<file path="config.mk">
export PLATFORM = sky130hd
export DESIGN_NAME = bamap_fifo
export DESIGN_NICKNAME = d
export VERILOG_FILES = /design/src/assert_macros.svh /design/src/bamap_pkg.sv /design/src/bamap_fifo.sv
export SDC_FILE = /design/constraint.sdc
export NUM_CORES = 1
export LEC_CHECK = 0
export BUFFER_PORTS_ARGS = -buffer_cell sky130_fd_sc_hd__buf_2
export CAP_MARGIN = 20
export CORE_UTILIZATION = 51
export CTS_CLUSTER_SIZE = 8
export DETAILED_ROUTE_END_ITERATION = 10
export GPL_TIMING_DRIVEN = 0
export PLACE_DENSITY = 0.75
export SLEW_MARGIN = 20
export SYNTH_ARGS = -nofsm -noshare
export SYNTH_HDL_FRONTEND = slang
export SYNTH_SLANG_ARGS = --single-unit
export TNS_END_PERCENT = 100
</file>
<file path="constraint.sdc">
create_clock -name clock -period 1.7 [get_ports clock]
set_clock_uncertainty 0.15 [all_clocks]
set_input_delay 0.17 -clock clock [delete_from_list [all_inputs] [get_ports clock]]
set_output_delay 0.17 -clock clock [all_outputs]
set_load 0.005 [all_outputs]
</file>
<file path="src/assert_macros.svh">
// ----------------------------------------------------------------------------
// Assertion macros
// Shared concurrent assertion forms, clocked and reset-qualified.
// ----------------------------------------------------------------------------
`ifndef ASSERT_MACROS_SVH
`define ASSERT_MACROS_SVH

// Same-cycle implication.
`define ASSERT_IMPLIES(label, clk, rst, cond, expr) \
   label: assert property (@(posedge clk) disable iff (rst) (cond) |-> (expr)) \
      else $error("assertion failed");

// Next-cycle implication.
`define ASSERT_NEXT(label, clk, rst, cond, expr) \
   label: assert property (@(posedge clk) disable iff (rst) (cond) |=> (expr)) \
      else $error("assertion failed");

`endif

</file>
<file path="src/bamap_pkg.sv">
// ----------------------------------------------------------------------------
// bamap_pkg
// Types, constants and symbol selection for the block-average mapper.
// ----------------------------------------------------------------------------
package bamap_pkg;

   localparam int unsigned SUM_W       = 20;
   localparam int unsigned BAND_DEPTH  = 512;
   localparam int unsigned BAND_AW     = 9;
   localparam int unsigned QUEUE_DEPTH = 4;
   localparam int unsigned QUEUE_AW    = 2;
   localparam int unsigned CSR_IDX_W   = 3;

   localparam logic [10:0] DIM_MAX   = 11'd1024;
   localparam logic [6:0]  TILE_MIN  = 7'd2;
   localparam logic [6:0]  TILE_MAX  = 7'd64;
   localparam logic [3:0]  SYM_MAX   = 4'd8;
   localparam logic [3:0]  SYM_DFLT  = 4'd7;
   localparam logic [7:0]  NEWLINE   = 8'd10;

   localparam logic [CSR_IDX_W-1:0] CSR_FRAME_WIDTH  = 3'd0;
   localparam logic [CSR_IDX_W-1:0] CSR_FRAME_HEIGHT = 3'd1;
   localparam logic [CSR_IDX_W-1:0] CSR_TILE_EDGE    = 3'd2;
   localparam logic [CSR_IDX_W-1:0] CSR_SYMBOL_COUNT = 3'd3;
   localparam logic [CSR_IDX_W-1:0] CSR_SYMBOL_TABLE = 3'd4;

   localparam logic [10:0] RST_FRAME_WIDTH  = 11'd640;
   localparam logic [10:0] RST_FRAME_HEIGHT = 11'd480;
   localparam logic [6:0]  RST_TILE_EDGE    = 7'd2;
   localparam logic [3:0]  RST_SYMBOL_COUNT = 4'd7;
   localparam logic [63:0] RST_SYMBOL_TABLE = 64'h0040_4F6F_7E2D_2E20;

   typedef struct packed {
      logic [10:0] width;
      logic [10:0] height;
      logic [6:0]  tile;
   } geom_type;

   typedef struct packed {
      logic             is_nl;
      logic [SUM_W-1:0] sum;
      logic             run_last;
      logic             frame_last;
   } item_type;

   typedef struct packed {
      logic add_band;
      logic add_tail;
      logic also_b;
      logic emit_band;
      logic emit_tail;
      logic newline;
      logic nl_last;
   } pix_flags_type;

   function automatic logic [7:0] step_of(input logic [3:0] cnt);
      logic [7:0] st;
      unique case (cnt)
         4'd2:    st = 8'd127;
         4'd3:    st = 8'd85;
         4'd4:    st = 8'd63;
         4'd5:    st = 8'd51;
         4'd6:    st = 8'd42;
         4'd7:    st = 8'd36;
         4'd8:    st = 8'd31;
         default: st = 8'd255;
      endcase
      return st;
   endfunction

   function automatic logic [7:0] default_sym(input logic [2:0] idx);
      logic [7:0] c;
      unique case (idx)
         3'd0:    c = 8'd32;
         3'd1:    c = 8'd46;
         3'd2:    c = 8'd45;
         3'd3:    c = 8'd126;
         3'd4:    c = 8'd111;
         3'd5:    c = 8'd79;
         default: c = 8'd64;
      endcase
      return c;
   endfunction

   // First index whose band [(i-1)*step, (i+1)*step] holds the mean, else the last.
   function automatic logic [7:0] pick_symbol(input logic [7:0] mean,
                                              input logic [3:0] count,
                                              input logic [63:0] symbols);
      logic        dflt;
      logic [3:0]  cnt;
      logic [7:0]  st;
      logic [11:0] lo;
      logic [11:0] hi;
      logic [2:0]  sel;
      logic        found;
      dflt  = (count == 4'd0);
      cnt   = dflt ? SYM_DFLT : ((count > SYM_MAX) ? SYM_MAX : count);
      st    = step_of(cnt);
      sel   = 3'(cnt - 4'd1);
      found = 1'b0;
      for (int i = 0; i < 8; i++) begin
         lo = (i == 0) ? 12'd0 : 12'((i - 1) * st);
         hi = 12'((i + 1) * st);
         if (!found && (i < cnt) && ({4'd0, mean} >= lo) && ({4'd0, mean} <= hi)) begin
            found = 1'b1;
            sel   = 3'(i);
         end
      end
      return dflt ? default_sym(sel) : symbols[8*sel +: 8];
   endfunction

endpackage

</file>
<file path="src/bamap_fifo.sv">
// ----------------------------------------------------------------------------
// bamap_fifo
// Short queue of tile and newline work between front and back.
// ----------------------------------------------------------------------------
module bamap_fifo (
   input  logic                          clock,
   input  logic                          reset,
   input  logic                          wr_en,
   input  bamap_pkg::item_type           wr_data,
   input  logic                          rd_en,
   output bamap_pkg::item_type           rd_data,
   output logic                          nonempty,
   output logic [bamap_pkg::QUEUE_AW:0]  count
);
   bamap_pkg::item_type slot_ff [bamap_pkg::QUEUE_DEPTH];
   logic [bamap_pkg::QUEUE_AW-1:0] wp_ff, wp_in, rp_ff, rp_in;
   logic [bamap_pkg::QUEUE_AW:0]   cnt_ff, cnt_in;

   always_comb begin
      wp_in  = wr_en ? wp_ff + 1'b1 : wp_ff;
      rp_in  = rd_en ? rp_ff + 1'b1 : rp_ff;
      cnt_in = cnt_ff + {{bamap_pkg::QUEUE_AW{1'b0}}, wr_en}
                      - {{bamap_pkg::QUEUE_AW{1'b0}}, rd_en};
   end

   always_ff @(posedge clock) begin
      if (reset) begin
         wp_ff  <= '0;
         rp_ff  <= '0;
         cnt_ff <= '0;
      end else begin
         wp_ff  <= wp_in;
         rp_ff  <= rp_in;
         cnt_ff <= cnt_in;
      end
   end

   always_ff @(posedge clock) begin
      if (wr_en) begin
         slot_ff[wp_ff] <= wr_data;
      end
   end

   assign rd_data  = slot_ff[rp_ff];
   assign nonempty = (cnt_ff != '0);
   assign count    = cnt_ff;
endmodule

</file>
==> results of run 1 <==
worst register-to-register path, cell delays in order (launching register included):
cell and delay, ns:
dfxtp_2 0.34, inv_2 0.04, ha_4 0.24, inv_1 0.03, ha_2 0.16, fa_2 0.52, nor2b_4 0.12
placed cells by master, fill, tap and decap left out, drive strengths merged, types with 2 or more instances in the layout:
cell and n:
edfxtp 92, buf 62, dlygate4sd3 26, mux4 23, clkbuf 9, dfxtp 9
inv 7, ha 6, nor2 5, and2 4, bufinv 2, clkinvlp 2
nor2b 2, xnor2 2, clkinv 2
flip-flops by register name, summed over array words and instances, names as in the netlist, named ones only:
| register | flops |
|---|---|
| slot_ff | 92 |
| wp_ff | 2 |
| count | 3 |
| rp_ff | 2 |
logic make-up after synthesis:
kind of cell,Yosys count,share of synthesized area
XOR/XNOR,3,0.0109
AND/OR/NAND/NOR,13,0.0185
flip-flops,101,0.777
buffers and inverters,11,0.0221
multiplexers,24,0.142
adder cells (fa/ha/maj),7,0.0251
AO/OA/AOI/OAI,2,0.00396
routing by layer:
layer | track usage | part of all wire | up-vias
met5 | 0 | 0 | -
met4 | 0.0982 | 0.020 | 0
met3 | 0.0302 | 0.033 | 10
met2 | 0.267 | 0.53 | 39
met1 | 0.206 | 0.42 | 910
li1 | - | - | 839
final timing paths:
kind | to | slack, ns | cells after the start
worst max-delay path | rd_data[16] | -0.26 | 4
worst min-delay path | wp_ff[1] | 0.02 | 3
worst min register to register | wp_ff[1] | 0.41 | 2
worst max register to register | count[1] | 0.03 | 6
power by group:
group / leakage, nW / total [W] / internal (W) / switching, W
logic: 0.647 / 0.000669 / 0.000394 / 0.000276
registers: 0.920 / 0.00290 / 0.00285 / 0.0000501
clock network: 0.105 / 0.00165 / 0.000836 / 0.000809
what timing repair did:
item	4_1_cts	5_1_grt
hold buffers	26	0
pin swaps	0	2
hold endpoints to repair	101	0
gates resized for setup	5	9
setup buffers	3	1
endpoints found under the setup margin	44	95
metrics by stage:
stage          instance area, µm²  worst slack, ns  power [W]  TNS [ns]
2_1_floorplan                3790           0.0381    0.00330         0
3_3_place_gp                 4180           -0.383    0.00352    -32.26
3_5_place_dp                 4190           0.0136    0.00354         0
4_1_cts                      4680           -0.268    0.00522     -5.41
5_1_grt                      4730           -0.303    0.00540     -6.14
6_report                     4730           -0.256    0.00522     -4.95
final cells by class:
class                           count  area (µm²)
Multi-Input combinational cell     49         792
Buffer                              5        61.3
Sequential cell                   101        2950
Clock buffer                        9         124
Clock inverter                      7        98.8
Fill cell                         497        2480
Tap cell                           99         124
Timing Repair Buffer               83         562
Inverter                            6        22.5
==> run_results.csv, run 1 <==
group,metric,value,unit
status,status,"finished with violations",
status,violations,"negative setup slack",
setup_path,crit_path_end_kind,"output port",
clocking,path_clk_slew,0.09,ns
grt,antenna_found_initial,0,
sta,setup_slack,-0.256,ns
logic_synthesis,synth_edf_count,92,
logic_synthesis,ys_types,20,
setup_path,crit_family,"multiplexers",
die,die_area,7770,µm²
place,place_inst,313,
setup_path,cp_data_arrival_time,1.64,ns
logic_synthesis,syn_nets,195,
power,power_density,1100,nW/µm²
setup_path,crit_type,"flop to output port",
power,ir_worst_vdd,632,µV
routing,post_drt_wl_per_cell,16.6,µm
routing,ant_nets,0,
setup_path,crit_required,1.38,ns
logic_synthesis,synth-seq-cells,101,
sta,post-route-min-period,1.96,ns
clocking,cts_max_level,3,
logic_synthesis,synth_area,3790,µm²
place,place_congestion,0.713,
sta,slew_headroom,0.758,
grt,gr-total-overflow,0,
clocking,cts_root_buf,"clkbuf_8",
final_layout,stdcell_count,359,
setup_path,worstPathMaxFanout,10,
die,dieWidth,88.2,µm
logic_synthesis,yosysSeqAreaShare,0.777,
power,leakagePower,1.67,nW
sta,tightest_slew,0.363,ns
clocking,clock-sinks,101,
sta,setup_viol_count_final,23,
clocking,clk_latency,0.35,ns
die,core-area,7210,µm²
grt,grt_pass1_vias,1824,
sta,post-route-period-util,1.15,
logic_synthesis,synth_area_leader_cell,"edfxtp_1",
final_layout,final_nets,289,
min_path,min-delay-start,"wr_en",
clocking,cts_buffers,9,
routing,wl,5950,µm
logic_synthesis,synth.yosys.warnings,0,
routing,via_per_inst,5.01,
logic_synthesis,synthTopCellsByCount,"92 x edfxtp_1, 20 x mux4_2, 9 x dfxtp_1, 6 x ha_1, 6 x inv_1",
final_layout,antennaDiodeCount,0,
sta,fmax,511,MHz
clocking,cts_buffer_depth,2,
die,initial_core_util,0.525,
sta,slew_violations,0,
sta,finalHoldWorstSlack,0.0234,ns
routing,vias,1798,
setup_path,worst-path-buf-inv,3,
logic_synthesis,syn_area_per_cell,23.5,µm²
setup_path,critical-path-slowest-cell,"mux4_2",
min_path,holdCritPathClass,"input pin to flop",
grt,track_usage,0.164,
logic_synthesis,synth.most_common_cell,"edfxtp_1",
sta,final-hold-violation-count,0,
logic_synthesis,synth_top_area_frac,0.729,
final_layout,post-route-util,0.656,
logic_synthesis,ys.flop_type,"edfxtp_1",
grt,grt_max_degree,24,
place,dp_hpwl,3550,µm
routing,drt-initial-drc-count,155,
setup_path,start_kind,"flop",
grt,grt_first_pass_wirelength,8950,µm
setup_path,max_stage_delay,0.53,ns
die,ioPinCount,54,
logic_synthesis,synthTopCellsByArea,"edfxtp_1 73%, mux4_2 12%, dfxtp_1 4.8%, mux4_1 2.1%, ha_1 2.0%",
setup_path,crit_chain,"buf_6 -> buf_12 -> mux4_2 -> buf_2",
logic_synthesis,synth_cells,161,
clocking,cts_tree,"built",
routing,drt_pass1_iterations,4,
place,port_buffers,53,
die,rows,31,
routing,drc,0,
final_layout,area_growth,24.9,%
setup_path,reg2reg_from,"count[0]",
die,die_y,88.2,µm
run,maxCapViolCount,0,
logic_synthesis,synthArstFlopShare,0,
sta,rsz0062_at_grt,"yes",
final_layout,layout-drive-gt1-share,0.435,
Power figures use the tool's default switching activity.
==> inputs of run 2 (changes only) <==
- HOLD_SLACK_MARGIN: not set -> 0.06
==> run_results.csv, run 2 (same netlist as run 1, synthesis figures left out) <==
group,metric,value,unit
final_layout,area_growth,25.1,%
clocking,path_clk_slew,0.09,ns
setup_path,crit_chain,"buf_6 -> buf_12 -> mux4_2 -> buf_2",
power,leakagePower,1.68,nW
final_layout,final_cell_mix,"92 x edfxtp_1, 54 x buf_2, 27 x dlygate4sd3_1",
final_layout,stdcell_count,360,
routing,drt-initial-drc-count,153,
status,status,"finished with violations",
die,initial_core_util,0.525,
routing,drc,0,
routing,vias,1801,
die,dieWidth,88.2,µm
final_layout,final_nets,290,
grt,grt_max_degree,24,
sta,finalHoldWorstSlack,0.292,ns
run,maxCapViolCount,0,
min_path,whs_endpoint,"count[0]",
setup_path,crit_type,"flop to output port",
clocking,cts_buffers,9,
die,core-area,7210,µm²
setup_path,reg2regPathDepth,6,
clocking,cts_max_level,3,
place,place_congestion,0.713,
sta,slew_violations,0,
sta,final-hold-violation-count,0,
grt,track_usage,0.163,
die,die_y,88.2,µm
power,power_density,1100,nW/µm²
final_layout,layout-drive-gt1-share,0.433,
die,ioPinCount,54,
sta,setup_viol_count_final,23,
die,rows,31,
final_layout,fillers,494,
routing,ant_nets,0,
routing,via_per_inst,5.00,
clocking,cts_root_buf,"clkbuf_8",
setup_path,critical-path-slowest-cell,"mux4_2",
clocking,clk_latency,0.35,ns
min_path,holdCritPathClass,"input pin to flop",
power,ir_worst_vdd,623,µV
setup_path,reg2reg_to,"count[1]",
sta,tightest_slew,0.361,ns
grt,grt_pass1_vias,1824,
place,place_inst,313,
final_layout,antennaDiodeCount,0,
setup_path,max_stage_delay,0.53,ns
clocking,clock-sinks,101,
sta,post-route-min-period,1.95,ns
sta,rsz0062_at_grt,"yes",
setup_path,regToRegSetupSlack,0.04,ns
final_layout,final_common_cell,"edfxtp_1",
final_layout,regMostFlops,"slot_ff",
min_path,min_path_cells,5,
setup_path,start_kind,"flop",
grt,antenna_found_initial,0,
die,die_area,7770,µm²
sta,setup_slack,-0.252,ns
clocking,cts_tree,"built",
setup_path,crit_required,1.38,ns
routing,post_drt_wl_per_cell,16.4,µm
setup_path,crit_path_end_kind,"output port",
status,violations,"negative setup slack",
final_layout,largest_reg_flops,92,
setup_path,crit_family,"multiplexers",
place,dp_hpwl,3550,µm
setup_path,worst-path-buf-inv,3,
setup_path,reg2reg_from,"count[0]",
sta,fmax,512,MHz
clocking,cts_buffer_depth,2,
place,port_buffers,53,
setup_path,cp_data_arrival_time,1.63,ns
grt,grt_first_pass_wirelength,8900,µm
grt,gr-total-overflow,0,
routing,wl,5890,µm
sta,slew_headroom,0.759,
routing,drt_pass1_iterations,4,
setup_path,worstPathMaxFanout,10,
min_path,min-delay-start,"rd_en",
sta,post-route-period-util,1.15,
[run 2: final cells by class]
cell class | count | area [µm²] | area share
Timing Repair Buffer | 84 | 572 | 0.121
Multi-Input combinational cell | 49 | 792 | 0.167
Inverter | 6 | 22.5 | 0.00475
Sequential cell | 101 | 2950 | 0.621
Tap cell | 99 | 124 | 0.0261
Clock inverter | 7 | 98.8 | 0.0209
Buffer | 5 | 61.3 | 0.0129
Clock buffer | 9 | 124 | 0.0261
[run 2: worst max path at each step]
stage | startpoint | to | depth (start not counted)
2_1_floorplan | wp_ff[0] | slot_ff[2][0] | 3
3_3_place_gp | wp_ff[0] | slot_ff[0][3] | 3
3_5_place_dp | wp_ff[0] | slot_ff[0][3] | 3
4_1_cts | flop | rd_data[16] | 4
5_1_grt | flop | rd_data[16] | 4
6_report | flop | rd_data[16] | 4
[run 2: report_power, final]
part           total, W  leakage (nW)  internal, W  switching [W]
sequential      0.00290         0.920      0.00285      0.0000500
combinational  0.000670         0.651     0.000395       0.000275
clock           0.00164         0.105     0.000836       0.000805
total           0.00521          1.68      0.00408        0.00113
[run 2: what timing repair did]
| item | in CTS | in global routing |
|---|---|---|
| setup buffers | 3 | 1 |
| endpoints found under the setup margin | 44 | 95 |
| endpoints found under the hold margin | 101 | 0 |
| pin swaps | 0 | 2 |
| cloned | 0 | 0 |
| resized for setup | 5 | 9 |
| hold buffers | 27 | 0 |
[run 2: routing by layer]
metal  vias to the layer above  wire (µm)  global-route usage
met5                         -          0                   0
met4                         0        120              0.0982
met3                        10        181              0.0292
met2                        34       3100               0.267
met1                       916       2490               0.205
li1                        841          -                   -
[run 2: tightest hold or removal path: cells and delay by family]
kind | cells | cell delay (ns)
fa+ha+maj | 2 | 0.32
buf+inv | 2 | 0.16
simple gates | 1 | 0.11
[run 2: per-stage QoR]
step / setup slack, ns / setup TNS [ns] / area [µm²] / power [W] / util
after floorplan: 0.0381 / 0 / 3790 / 0.00330 / -
after global placement: -0.383 / -32.26 / 4180 / 0.00352 / 0.580
after detailed placement: 0.0136 / 0 / 4190 / 0.00354 / 0.580
after CTS: -0.268 / -5.41 / 4690 / 0.00522 / 0.651
after global routing: -0.303 / -6.14 / 4740 / 0.00540 / 0.657
final: -0.252 / -4.87 / 4740 / 0.00521 / 0.657
