## config.mk

```make
export PLATFORM = sky130hd
export DESIGN_NAME = bamap_back
export DESIGN_NICKNAME = d
export VERILOG_FILES = /design/src/assert_macros.svh /design/src/bamap_pkg.sv /design/src/bamap_back.sv
export SDC_FILE = /design/constraint.sdc
export NUM_CORES = 1
export LEC_CHECK = 0
export BUFFER_PORTS_ARGS = -buffer_cell sky130_fd_sc_hd__buf_2
export CORE_MARGIN = 4
export CORE_UTILIZATION = 40
export CTS_CLUSTER_DIAMETER = 50
export DETAILED_ROUTE_END_ITERATION = 7
export SYNTH_ARGS = -nofsm -noshare
export SYNTH_HDL_FRONTEND = slang
export SYNTH_SLANG_ARGS = --single-unit
```

## constraint.sdc

```tcl
create_clock -name clock -period 11.2 [get_ports clock]
set_input_delay 1.68 -clock clock [delete_from_list [all_inputs] [get_ports clock]]
set_output_delay 1.68 -clock clock [all_outputs]
set_load 0.05 [all_outputs]
```

## src/assert_macros.svh

```systemverilog
// ----------------------------------------------------------------------------
// Assertion macros
// Shared concurrent assertion forms, clocked and reset-qualified.
// ----------------------------------------------------------------------------
`ifndef ASSERT_MACROS_SVH
`define ASSERT_MACROS_SVH

// Same-cycle implication.
`define ASSERT_IMPLIES(label, clk, rst, cond, expr) \
   label: assert property (@(posedge clk) disable iff (rst) (cond) |-> (expr)) \
      else $error("assertion failed");

// Next-cycle implication.
`define ASSERT_NEXT(label, clk, rst, cond, expr) \
   label: assert property (@(posedge clk) disable iff (rst) (cond) |=> (expr)) \
      else $error("assertion failed");

`endif

```

## src/bamap_pkg.sv

```systemverilog
// ----------------------------------------------------------------------------
// bamap_pkg
// Types, constants and symbol selection for the block-average mapper.
// ----------------------------------------------------------------------------
package bamap_pkg;

   localparam int unsigned SUM_W       = 20;
   localparam int unsigned BAND_DEPTH  = 512;
   localparam int unsigned BAND_AW     = 9;
   localparam int unsigned QUEUE_DEPTH = 4;
   localparam int unsigned QUEUE_AW    = 2;
   localparam int unsigned CSR_IDX_W   = 3;

   localparam logic [10:0] DIM_MAX   = 11'd1024;
   localparam logic [6:0]  TILE_MIN  = 7'd2;
   localparam logic [6:0]  TILE_MAX  = 7'd64;
   localparam logic [3:0]  SYM_MAX   = 4'd8;
   localparam logic [3:0]  SYM_DFLT  = 4'd7;
   localparam logic [7:0]  NEWLINE   = 8'd10;

   localparam logic [CSR_IDX_W-1:0] CSR_FRAME_WIDTH  = 3'd0;
   localparam logic [CSR_IDX_W-1:0] CSR_FRAME_HEIGHT = 3'd1;
   localparam logic [CSR_IDX_W-1:0] CSR_TILE_EDGE    = 3'd2;
   localparam logic [CSR_IDX_W-1:0] CSR_SYMBOL_COUNT = 3'd3;
   localparam logic [CSR_IDX_W-1:0] CSR_SYMBOL_TABLE = 3'd4;

   localparam logic [10:0] RST_FRAME_WIDTH  = 11'd640;
   localparam logic [10:0] RST_FRAME_HEIGHT = 11'd480;
   localparam logic [6:0]  RST_TILE_EDGE    = 7'd2;
   localparam logic [3:0]  RST_SYMBOL_COUNT = 4'd7;
   localparam logic [63:0] RST_SYMBOL_TABLE = 64'h0040_4F6F_7E2D_2E20;

   typedef struct packed {
      logic [10:0] width;
      logic [10:0] height;
      logic [6:0]  tile;
   } geom_type;

   typedef struct packed {
      logic             is_nl;
      logic [SUM_W-1:0] sum;
      logic             run_last;
      logic             frame_last;
   } item_type;

   typedef struct packed {
      logic add_band;
      logic add_tail;
      logic also_b;
      logic emit_band;
      logic emit_tail;
      logic newline;
      logic nl_last;
   } pix_flags_type;

   function automatic logic [7:0] step_of(input logic [3:0] cnt);
      logic [7:0] st;
      unique case (cnt)
         4'd2:    st = 8'd127;
         4'd3:    st = 8'd85;
         4'd4:    st = 8'd63;
         4'd5:    st = 8'd51;
         4'd6:    st = 8'd42;
         4'd7:    st = 8'd36;
         4'd8:    st = 8'd31;
         default: st = 8'd255;
      endcase
      return st;
   endfunction

   function automatic logic [7:0] default_sym(input logic [2:0] idx);
      logic [7:0] c;
      unique case (idx)
         3'd0:    c = 8'd32;
         3'd1:    c = 8'd46;
         3'd2:    c = 8'd45;
         3'd3:    c = 8'd126;
         3'd4:    c = 8'd111;
         3'd5:    c = 8'd79;
         default: c = 8'd64;
      endcase
      return c;
   endfunction

   // First index whose band [(i-1)*step, (i+1)*step] holds the mean, else the last.
   function automatic logic [7:0] pick_symbol(input logic [7:0] mean,
                                              input logic [3:0] count,
                                              input logic [63:0] symbols);
      logic        dflt;
      logic [3:0]  cnt;
      logic [7:0]  st;
      logic [11:0] lo;
      logic [11:0] hi;
      logic [2:0]  sel;
      logic        found;
      dflt  = (count == 4'd0);
      cnt   = dflt ? SYM_DFLT : ((count > SYM_MAX) ? SYM_MAX : count);
      st    = step_of(cnt);
      sel   = 3'(cnt - 4'd1);
      found = 1'b0;
      for (int i = 0; i < 8; i++) begin
         lo = (i == 0) ? 12'd0 : 12'((i - 1) * st);
         hi = 12'((i + 1) * st);
         if (!found && (i < cnt) && ({4'd0, mean} >= lo) && ({4'd0, mean} <= hi)) begin
            found = 1'b1;
            sel   = 3'(i);
         end
      end
      return dflt ? default_sym(sel) : symbols[8*sel +: 8];
   endfunction

endpackage

```

## src/bamap_back.sv

```systemverilog
// ----------------------------------------------------------------------------
// bamap_back
// Tile mean by shift-subtract division, symbol lookup, result register.
// ----------------------------------------------------------------------------
module bamap_back (
   input  logic                  clock,
   input  logic                  reset,
   input  logic                  q_nonempty,
   input  bamap_pkg::item_type   q_data,
   output logic                  q_pop,
   input  logic [12:0]           area,
   input  logic [3:0]            symbol_count,
   input  logic [63:0]           symbol_table,
   output logic                  empty,
   input  logic                  pop,
   output logic [7:0]            symbol,
   output logic                  run_last,
   output logic                  frame_last
);
   typedef enum logic [2:0] {
      B_IDLE = 3'b001,
      B_DIV  = 3'b010,
      B_OUT  = 3'b100
   } back_state_type;

   localparam int unsigned SW = bamap_pkg::SUM_W;

   back_state_type state_ff, state_in;
   logic [SW-1:0] rem_ff, rem_in;
   logic [7:0]    quo_ff, quo_in;
   logic [2:0]    bit_ff, bit_in;
   logic          nl_ff, nl_in, rl_ff, rl_in, fl_ff, fl_in;
   logic          valid_ff, valid_in;
   logic [7:0]    sym_ff, sym_in;
   logic          orl_ff, orl_in, ofl_ff, ofl_in;
   logic [SW:0]   trial;
   logic          load;

   assign trial = (SW+1)'(area) << bit_ff;
   assign load  = (state_ff == B_OUT) && (!valid_ff || pop);

   always_comb begin
      state_in = state_ff;
      rem_in   = rem_ff;
      quo_in   = quo_ff;
      bit_in   = bit_ff;
      nl_in    = nl_ff;
      rl_in    = rl_ff;
      fl_in    = fl_ff;
      q_pop    = 1'b0;
      valid_in = valid_ff && !pop;
      sym_in   = sym_ff;
      orl_in   = orl_ff;
      ofl_in   = ofl_ff;

      unique case (state_ff)
         B_IDLE: begin
            if (q_nonempty) begin
               q_pop    = 1'b1;
               rem_in   = q_data.sum;
               quo_in   = '0;
               bit_in   = 3'd7;
               nl_in    = q_data.is_nl;
               rl_in    = q_data.run_last;
               fl_in    = q_data.frame_last;
               state_in = q_data.is_nl ? B_OUT : B_DIV;
            end
         end
         B_DIV: begin
            // one quotient bit a cycle, mean never exceeds eight bits
            if ({1'b0, rem_ff} >= trial) begin
               rem_in         = SW'({1'b0, rem_ff} - trial);
               quo_in[bit_ff] = 1'b1;
            end
            bit_in = bit_ff - 3'd1;
            if (bit_ff == 3'd0) begin
               state_in = B_OUT;
            end
         end
         B_OUT: begin
            if (load) begin
               valid_in = 1'b1;
               sym_in   = nl_ff ? bamap_pkg::NEWLINE
                                : bamap_pkg::pick_symbol(quo_ff, symbol_count, symbol_table);
               orl_in   = rl_ff;
               ofl_in   = fl_ff;
               state_in = B_IDLE;
            end
         end
         default: begin
            state_in = B_IDLE;
         end
      endcase
   end

   always_ff @(posedge clock) begin
      if (reset) begin
         state_ff <= B_IDLE;
         valid_ff <= 1'b0;
      end else begin
         state_ff <= state_in;
         valid_ff <= valid_in;
      end
   end

   always_ff @(posedge clock) begin
      rem_ff <= rem_in;
      quo_ff <= quo_in;
      bit_ff <= bit_in;
      nl_ff  <= nl_in;
      rl_ff  <= rl_in;
      fl_ff  <= fl_in;
      sym_ff <= sym_in;
      orl_ff <= orl_in;
      ofl_ff <= ofl_in;
   end

   assign empty      = !valid_ff;
   assign symbol     = sym_ff;
   assign run_last   = orl_ff;
   assign frame_last = ofl_ff;
endmodule
```

==> impl_metrics.json, run 1 <==
{
  "n_fill_cell": 1704,
  "wl_per_cell_um": 17.2,
  "hold-worst-slack_ps": 420,
  "syn_nets": 1028,
  "drv_cap": 0,
  "worst_ep_arrival_time_ps": 9500,
  "htreeDepth": 2,
  "synth_edf_count": 44,
  "finClkSkew_ps": 5.07,
  "seqCellArea_um2": 1400,
  "drc": 0,
  "dr.pass1.iters": 7,
  "worst_pin_slew_ps": 986,
  "root_buffer": "clkbuf_16",
  "layout-drive-gt1-share_pct": 19.8,
  "dieArea_um2": 19300,
  "clock_path_buffers": 2,
  "finalCriticalPeriod_ps": 9320,
  "r2r_end": "rem_ff[3]",
  "die_x_um": 139,
  "grt_pass1_wl_mm": 32.0,
  "clkPwrFrac_pct": 18.6,
  "p_comb_share_pct": 57.4,
  "whs_endpoint": "run_last",
  "max-vdd-ir-drop_mv": 0.0627,
  "cts_resized": 0,
  "coreArea_um2": 16700,
  "synthFlopType": "edfxtp_1",
  "power_leakage_nw": 3.53,
  "cts_hold_buf": 0,
  "netlist_area_um2": 6870,
  "async_reset_ff_share_pct": 0,
  "rows": 47,
  "place_hpwl_mm": 15.8,
  "cts_buffers": 5,
  "power_density_nw_per_um2": 124,
  "port_buffers": 119,
  "hold_path.class": "flop to flop",
  "pin_count": 120,
  "min_path_cells": 0,
  "clkTransAtPathRegs_ps": 70,
  "multi_input_area_um2": 5040,
  "grt_pass1_vias": 6405,
  "fp.dieH_um": 139,
  "crit_fanout": 17,
  "worstSetupStartpointType": "input pin",
  "endpoint_kind": "flop",
  "grt_max_degree": 48,
  "fin_setup_tns_ps": 0,
  "switchingPower_mw": 0.405,
  "globalplace.congestion": 0.943,
  "start_util_pct": 41.2,
  "post_cts_buffers": 0,
  "vias": 6498,
  "required_ps": 11370,
  "grt_usage_pct": 19.8,
  "synth_area_per_cell_um2": 8.42,
  "setup_viol": 0,
  "clock-sinks": 48,
  "n_antenna_cell": 0,
  "max_freq_mhz": 107,
  "rsz0062_at_grt": "no",
  "hold_violations": 0,
  "overflow": 0,
  "cts_tree": "yes",
  "critical_path_class": "input pin to flop",
  "intPower_mw": 0.560,
  "drt-total-wl_mm": 19.7,
  "synth.distinct_cells": 101,
  "synth-seq-cells": 48,
  "reg2regPathDepth": 17,
  "period_share_pct": 83.2,
  "antenna_found_initial": 0,
  "p_seq_share_pct": 24.0,
  "nets": 1132,
  "r2r_start": "bit_ff[0]",
  "viasPerCell": 5.70,
  "relSlewSlack_pct": 34.1,
  "ys_seq_area_share_pct": 20.4,
  "power.share.switching_pct": 42.0,
  "netlist_instances": 816,
  "clock_latency_ps": 300,
  "dr.first_iter.drc_count": 473,
  "status": "complete, no violations",
  "ys_warn_count": 0,
  "antenna_left": 0,
  "reg2reg_slack_ps": 6080,
  "min-delay-start": "rl_ff",
  "area_delta_synth_final_pct": 13.3,
  "maxSlewViolCount": 0
}
-- cells in the mapped netlist (12+ instances only) --
| cell type | n | area share (%) |
|---|---|---|
| o21ai_0 | 45 | 3.3 |
| nor2_1 | 57 | 3.1 |
| nand4_1 | 17 | 1.5 |
| a21oi_1 | 68 | 5.0 |
| edfxtp_1 | 44 | 19 |
| nor3_1 | 19 | 1.4 |
| mux2i_1 | 20 | 2.9 |
| o21a_1 | 14 | 1.5 |
| clkbuf_1 | 12 | 0.66 |
| xnor2_1 | 12 | 1.5 |
| inv_1 | 67 | 3.7 |
| nand2_1 | 75 | 4.1 |
| ha_1 | 95 | 17 |
| nand3_1 | 19 | 1.4 |
-- stage by stage --
stage	instances	instance area [um^2]	power, mW	setup WS [ps]	utilization, %
after CTS	1141	7790	0.968	1900	46.7
after detailed placement	1133	7620	0.782	1640	45.6
after floorplan	816	6870	0.654	2250	-
after global routing	1141	7790	1.05	1320	46.7
final	1141	7790	0.965	1880	46.7
after global placement	1133	7620	0.781	1940	45.6
-- worst max path at each step --
stage,start,end,slack [ps],depth (start not counted)
2_1_floorplan,symbol_count[3],symbol[7],2250,28
3_3_place_gp,symbol_count[0],symbol[7],1940,27
3_5_place_dp,symbol_count[0],symbol[7],1640,27
4_1_cts,symbol_count[0],symbol[4],1900,27
5_1_grt,symbol_count[0],symbol[7],1320,27
6_report,symbol_count[0],symbol[4],1880,27
-- power by group through the flow --
stage	combinational, mW	sequential [mW]	clock, mW
2_1_floorplan	0.425	0.229	0
3_3_place_gp	0.546	0.235	0
3_5_place_dp	0.547	0.235	0
4_1_cts	0.551	0.231	0.185
5_1_grt	0.626	0.233	0.192
6_report	0.554	0.231	0.180
-- layer usage --
| metal | vias to the layer above | global-route usage [%] | part of all wire [%] |
|---|---|---|---|
| li1 | 3285 | - | - |
| met1 | 3023 | 27.6 | 47 |
| met3 | 18 | 3.00 | 4.9 |
| met4 | 0 | 4.38 | 1.4 |
| met5 | - | 0 | 0 |
| met2 | 172 | 32.6 | 46 |
-- worst max-delay path, cell delays in order --
cell and delay (ps):
buf_2 150, or4_1 640, o21ai_0 250, ha_1 340
nor3b_1 90, o21ba_2 230, or2_2 340, inv_1 130
nand3_1 250, inv_1 380, nand2_1 260, ha_1 320
fa_1 420, a211o_1 420, a211oi_1 300, o32ai_2 160
ha_1 380, and3_1 180, o2111ai_1 170, o311ai_0 360
o22ai_1 160, a21oi_1 390, nand2_4 220, nor3b_4 630
a222oi_1 230, a211oi_1 260, a31o_1 140
-- area by class of cell --
| cell class | instances | share of cell area [%] |
|---|---|---|
| well taps | 220 | 3.53 |
| clock inverters | 3 | 0.594 |
| clock buffers | 5 | 1.61 |
| inverters | 68 | 3.45 |
| multi-input cells | 673 | 64.7 |
| flip-flops and latches | 48 | 18.0 |
| repair buffers | 124 | 8.13 |
-- cells by family after synthesis --
family | share of synthesized area (%)
and+or+nand+nor | 19.2
xor gates and xnor gates | 3.06
adders and majority gates | 19.9
DFF | 20.4
buffers and inverters | 6.28
AOI/OAI and AO/OA | 26.9
muxes | 4.22
-- sequential cells by signal (all words and copies together), names as in the netlist --
name	count
rem_ff	20
quo_ff	8
symbol	8
bit_ff	3
state_ff	3
fl_ff	1
frame_last	1
nl_ff	1
rl_ff	1
run_last	1
valid_ff	1
-- placed cells by master (no fill, tap or decap), drive strengths merged, types with 9 or more instances in the layout --
cell type and count:
buf 124, ha 95, nand2 77, a21oi 70, inv 68, nor2 58
o21ai 46, edfxtp 44, mux2i 20, nor3 19, nand3 19, nand4 17
o21a 14, xnor2 12, a21o 12, nor2b 11, and3 11, xor2 9
fa 9, o31ai 9, or2 9, or3 9
No activity file was read; power rests on OpenSTA's default activity.
==> inputs of run 2 (changes only) <==
- clock period: 11.2 -> 9.6 ns (I/O delays scaled with it)
==> impl_metrics.json, run 2 (synthesis results as in run 1) <==
{
  "period_share_pct": 92.1,
  "power.share.switching_pct": 41.1,
  "max_freq_mhz": 113,
  "setup_viol": 0,
  "cts_tree": "yes",
  "clock_path_buffers": 2,
  "wl_per_cell_um": 17.2,
  "required_ps": 9770,
  "nets": 1134,
  "design_area_um2": 7830,
  "critPathMaxStageDelay_ps": 660,
  "grt_max_degree": 48,
  "max-vdd-ir-drop_mv": 0.0826,
  "coreArea_um2": 16700,
  "port_buffers": 119,
  "crit_family": "compound AO/OA/AOI/OAI gates",
  "n_fill_cell": 1698,
  "dieArea_um2": 19300,
  "cts_buffers": 5,
  "grt_pass1_wl_mm": 31.6,
  "grt_usage_pct": 19.7,
  "dr.first_iter.drc_count": 392,
  "worstSetupStartpointType": "input pin",
  "clkPwrFrac_pct": 20.5,
  "status": "complete, no violations",
  "maxSlewViolCount": 0,
  "overflow": 0,
  "vias": 6587,
  "worst_ep_arrival_time_ps": 9020,
  "fp.dieH_um": 139,
  "worst_pin_slew_ps": 994,
  "final_cell_mix": "119 x buf_2, 95 x ha_1, 75 x nand2_1",
  "hold_path.class": "flop to flop",
  "globalplace.congestion": 0.870,
  "final_util_pct": 46.9,
  "clkTransAtPathRegs_ps": 70,
  "viasPerCell": 5.76,
  "drt-total-wl_mm": 19.7,
  "cts_resized": 0,
  "final_common_cell": "buf_2",
  "htreeDepth": 2,
  "place_hpwl_mm": 15.9,
  "largest_register": "rem_ff",
  "post_cts_buffers": 0,
  "drv_cap": 0,
  "finClkSkew_ps": 7.36,
  "cts_hold_buf": 0,
  "p_seq_share_pct": 23.4,
  "worst_path_max_delay_cell": "or4_1",
  "antenna_left": 0,
  "critical_path_buf_inv_count": 4,
  "start_util_pct": 41.2,
  "power_density_nw_per_um2": 148,
  "intPower_mw": 0.680,
  "pin_count": 120,
  "fin_setup_tns_ps": 0,
  "critical_path_class": "input pin to flop",
  "die_x_um": 139,
  "crit_fanout": 17,
  "endpoint_kind": "flop",
  "hold_violations": 0,
  "grt_pass1_vias": 6252,
  "cp_common_cell": "ha_1",
  "power_mw": 1.16,
  "power_leakage_nw": 3.56,
  "switchingPower_mw": 0.475,
  "n_antenna_cell": 0,
  "relSlewSlack_pct": 33.6,
  "rsz0062_at_grt": "no",
  "p_comb_share_pct": 56.1,
  "rows": 47,
  "clock_latency_ps": 300,
  "placed_area_um2": 7630,
  "dr.pass1.iters": 7,
  "antenna_found_initial": 0,
  "finalCriticalPeriod_ps": 8850,
  "root_buffer": "clkbuf_16",
  "area_delta_synth_final_pct": 13.9,
  "drc": 0,
  "largest_register_ffs": 20,
  "layout-drive-gt1-share_pct": 19.9,
  "clock-sinks": 48
}
## run 2: cell type report
| type | instances | area (um^2) | area share [%] |
|---|---|---|---|
| clock buffer | 5 | 125 | 1.60 |
| clock inverter | 3 | 68.8 | 0.879 |
| inverter | 68 | 269 | 3.44 |
| multi-input combinational | 673 | 5040 | 64.4 |
| sequential | 48 | 1400 | 17.9 |
| tap | 220 | 275 | 3.52 |
| timing repair buffer | 126 | 648 | 8.28 |
## run 2: metal layers
layer	part of all wire, %	routed length [um]	vias to the layer above	global-route usage [%]
li1	-	-	3294	-
met5	0	0	-	0
met3	4.8	955	26	2.97
met4	1.9	367	0	4.94
met1	46	9080	3083	26.9
met2	47	9300	184	32.8
## run 2: worst paths after layout
path / from / to / slack (ps) / depth (start not counted)
hold / removal: rl_ff / run_last / 420 / 0
setup / recovery: symbol_count[0] / symbol[6] / 750 / 28
setup reg to reg: bit_ff[0] / quo_ff[3] / 4540 / 17
hold reg to reg: rl_ff / run_last / 420 / 0
## run 2: power by group through the flow
stage | Sequential (mW) | Combinational [mW] | Clock [mW]
6_report | 0.270 | 0.648 | 0.237
5_1_grt | 0.272 | 0.731 | 0.251
2_1_floorplan | 0.267 | 0.496 | 0
3_3_place_gp | 0.274 | 0.639 | 0
3_5_place_dp | 0.275 | 0.642 | 0
4_1_cts | 0.270 | 0.646 | 0.241
## run 2: through the flow
step / hold WS, ps / setup slack [ps] / instances
after floorplan: 400 / 893 / 816
after global placement: 404 / 767 / 1135
after detailed placement: 405 / 488 / 1135
after CTS: 419 / 779 / 1143
after global routing: 430 / 179 / 1143
final: 419 / 754 / 1143
==> inputs of run 3 (changes only) <==
- RECOVER_POWER: not set -> 25
- REMOVE_ABC_BUFFERS: not set -> 1
==> impl_metrics.json, run 3 (synthesis results as in run 1) <==
{
  "status": "complete, but fails checks",
  "violations": "capacitance limit, slew limit",
  "largest_register_ffs": 20,
  "period_share_pct": 92.8,
  "clock_latency_ps": 310,
  "start_util_pct": 41.2,
  "critPathMaxStageDelay_ps": 650,
  "hold_violations": 0,
  "dr.first_iter.drc_count": 417,
  "nets": 1136,
  "p_seq_share_pct": 24.6,
  "dr.pass1.iters": 6,
  "reg2reg_slack_ps": 4970,
  "n_antenna_cell": 0,
  "use_met2_pct": 33.4,
  "final_common_cell": "buf_2",
  "clock-sinks": 48,
  "layout-drive-gt1-share_pct": 19.5,
  "worstSetupStartpointType": "input pin",
  "place_hpwl_mm": 15.7,
  "pin_count": 120,
  "overflow": 0,
  "max_freq_mhz": 112,
  "port_buffers": 119,
  "dieArea_um2": 19300,
  "maxSlewViolCount": 48,
  "intPower_mw": 0.626,
  "fp.dieH_um": 139,
  "min_path_cells": 0,
  "p_comb_share_pct": 59.0,
  "grt_usage_pct": 19.8,
  "clock_path_buffers": 2,
  "crit_fanout": 17,
  "cp_common_cell": "ha_1",
  "r2r_end": "rem_ff[18]",
  "vias": 6567,
  "seqCellArea_um2": 1400,
  "globalplace.congestion": 0.935,
  "largest_register": "rem_ff",
  "root_buffer": "clkbuf_16",
  "grt_max_degree": 48,
  "hold_path.class": "flop to flop",
  "die_x_um": 139,
  "worst_path_max_delay_cell": "or4_1",
  "post_cts_buffers": 0,
  "global_route.usage.met3_pct": 2.41,
  "setup_viol": 0,
  "clkPwrFrac_pct": 16.4,
  "drc": 0,
  "drt-total-wl_mm": 19.6,
  "cts_hold_buf": 0,
  "power_mw": 1.10,
  "max-vdd-ir-drop_mv": 0.0870,
  "power_leakage_nw": 3.53,
  "critical_path_class": "input pin to flop",
  "finClkSkew_ps": 12.1,
  "cts_buffers": 5,
  "rows": 47,
  "endpoint_kind": "flop",
  "grt_pass1_vias": 6342,
  "relSlewSlack_pct": -30.5,
  "final_util_pct": 46.6,
  "wl_per_cell_um": 17.2,
  "hold-worst-slack_ps": 430,
  "antenna_left": 0,
  "min-delay-start": "rl_ff",
  "htreeDepth": 2,
  "cts_tree": "yes",
  "coreArea_um2": 16700,
  "grt_pass1_wl_mm": 31.8,
  "r2r_start": "bit_ff[2]",
  "fin_ws_ps": 689,
  "area_delta_synth_final_pct": 13.2,
  "worst_ep_arrival_time_ps": 9080,
  "drv_cap": 1,
  "busiest_layer": "met2",
  "n_fill_cell": 1711,
  "place_ws_ps": 424,
  "gr-usage-met1_pct": 27.3,
  "rsz0062_at_grt": "no",
  "finalCriticalPeriod_ps": 8910,
  "multi_input_area_um2": 5040,
  "final_cell_mix": "116 x buf_2, 95 x ha_1, 75 x nand2_1",
  "fin_setup_tns_ps": 0,
  "power.share.switching_pct": 42.9,
  "required_ps": 9770,
  "whs_endpoint": "run_last",
  "antenna_found_initial": 0,
  "reg2regPathDepth": 15,
  "viasPerCell": 5.74,
  "power_density_nw_per_um2": 141,
  "clkTransAtPathRegs_ps": 70,
  "worst_pin_slew_ps": 1960,
  "switchingPower_mw": 0.471,
  "cts_resized": 0
}
-- run 3: cell count changes in the layout (fill, tap and decap cells not counted), sizes merged --
cell    change
buf         -3
bufinv      -2
clkbuf      +5
clkinv      +2
-- run 3: critical path, delay by kind of cell --
family	cells	cell delay (ps)
buf+inv	4	580
simple gates	9	2760
compound gates	11	2990
fa+ha+maj	4	1300
-- run 3: routing by layer --
layer | vias to the layer above | routed length [um]
met5 | - | 0
met1 | 3096 | 9180
li1 | 3295 | -
met3 | 20 | 868
met4 | 0 | 274
met2 | 156 | 9330
-- run 3: metrics by stage --
stage          cell area [um^2]  cells
5_1_grt                    7780   1145
2_1_floorplan              6710    789
3_3_place_gp               7650   1137
4_1_cts                    7790   1145
3_5_place_dp               7650   1137
6_report                   7780   1145
-- run 3: area by class of cell --
type                    count  area share [%]
clock buffers               5            1.61
clock inverters             3           0.225
inverters                  68            3.46
multi-input cells         673            64.8
flip-flops and latches     48            18.0
well taps                 220            3.54
repair buffers            128            8.38
-- run 3: worst max-delay path by stage --
stage	endpoint	startpoint	slack [ps]	depth (start not counted)
after global routing	symbol[7]	symbol_count[0]	120	28
after CTS	symbol[7]	symbol_count[0]	720	28
after detailed placement	symbol[7]	symbol_count[0]	420	28
final	symbol[7]	symbol_count[0]	690	28
after floorplan	symbol[2]	symbol_count[0]	1380	31
after global placement	symbol[7]	symbol_count[0]	750	28
-- run 3: power by group through the flow --
stage | logic (mW) | registers, mW | clock network, mW
floorplan | 0.483 | 0.269 | 0
global placement | 0.641 | 0.274 | 0
detailed placement | 0.642 | 0.274 | 0
CTS | 0.646 | 0.269 | 0.186
global route | 0.728 | 0.272 | 0.194
finish | 0.647 | 0.270 | 0.180
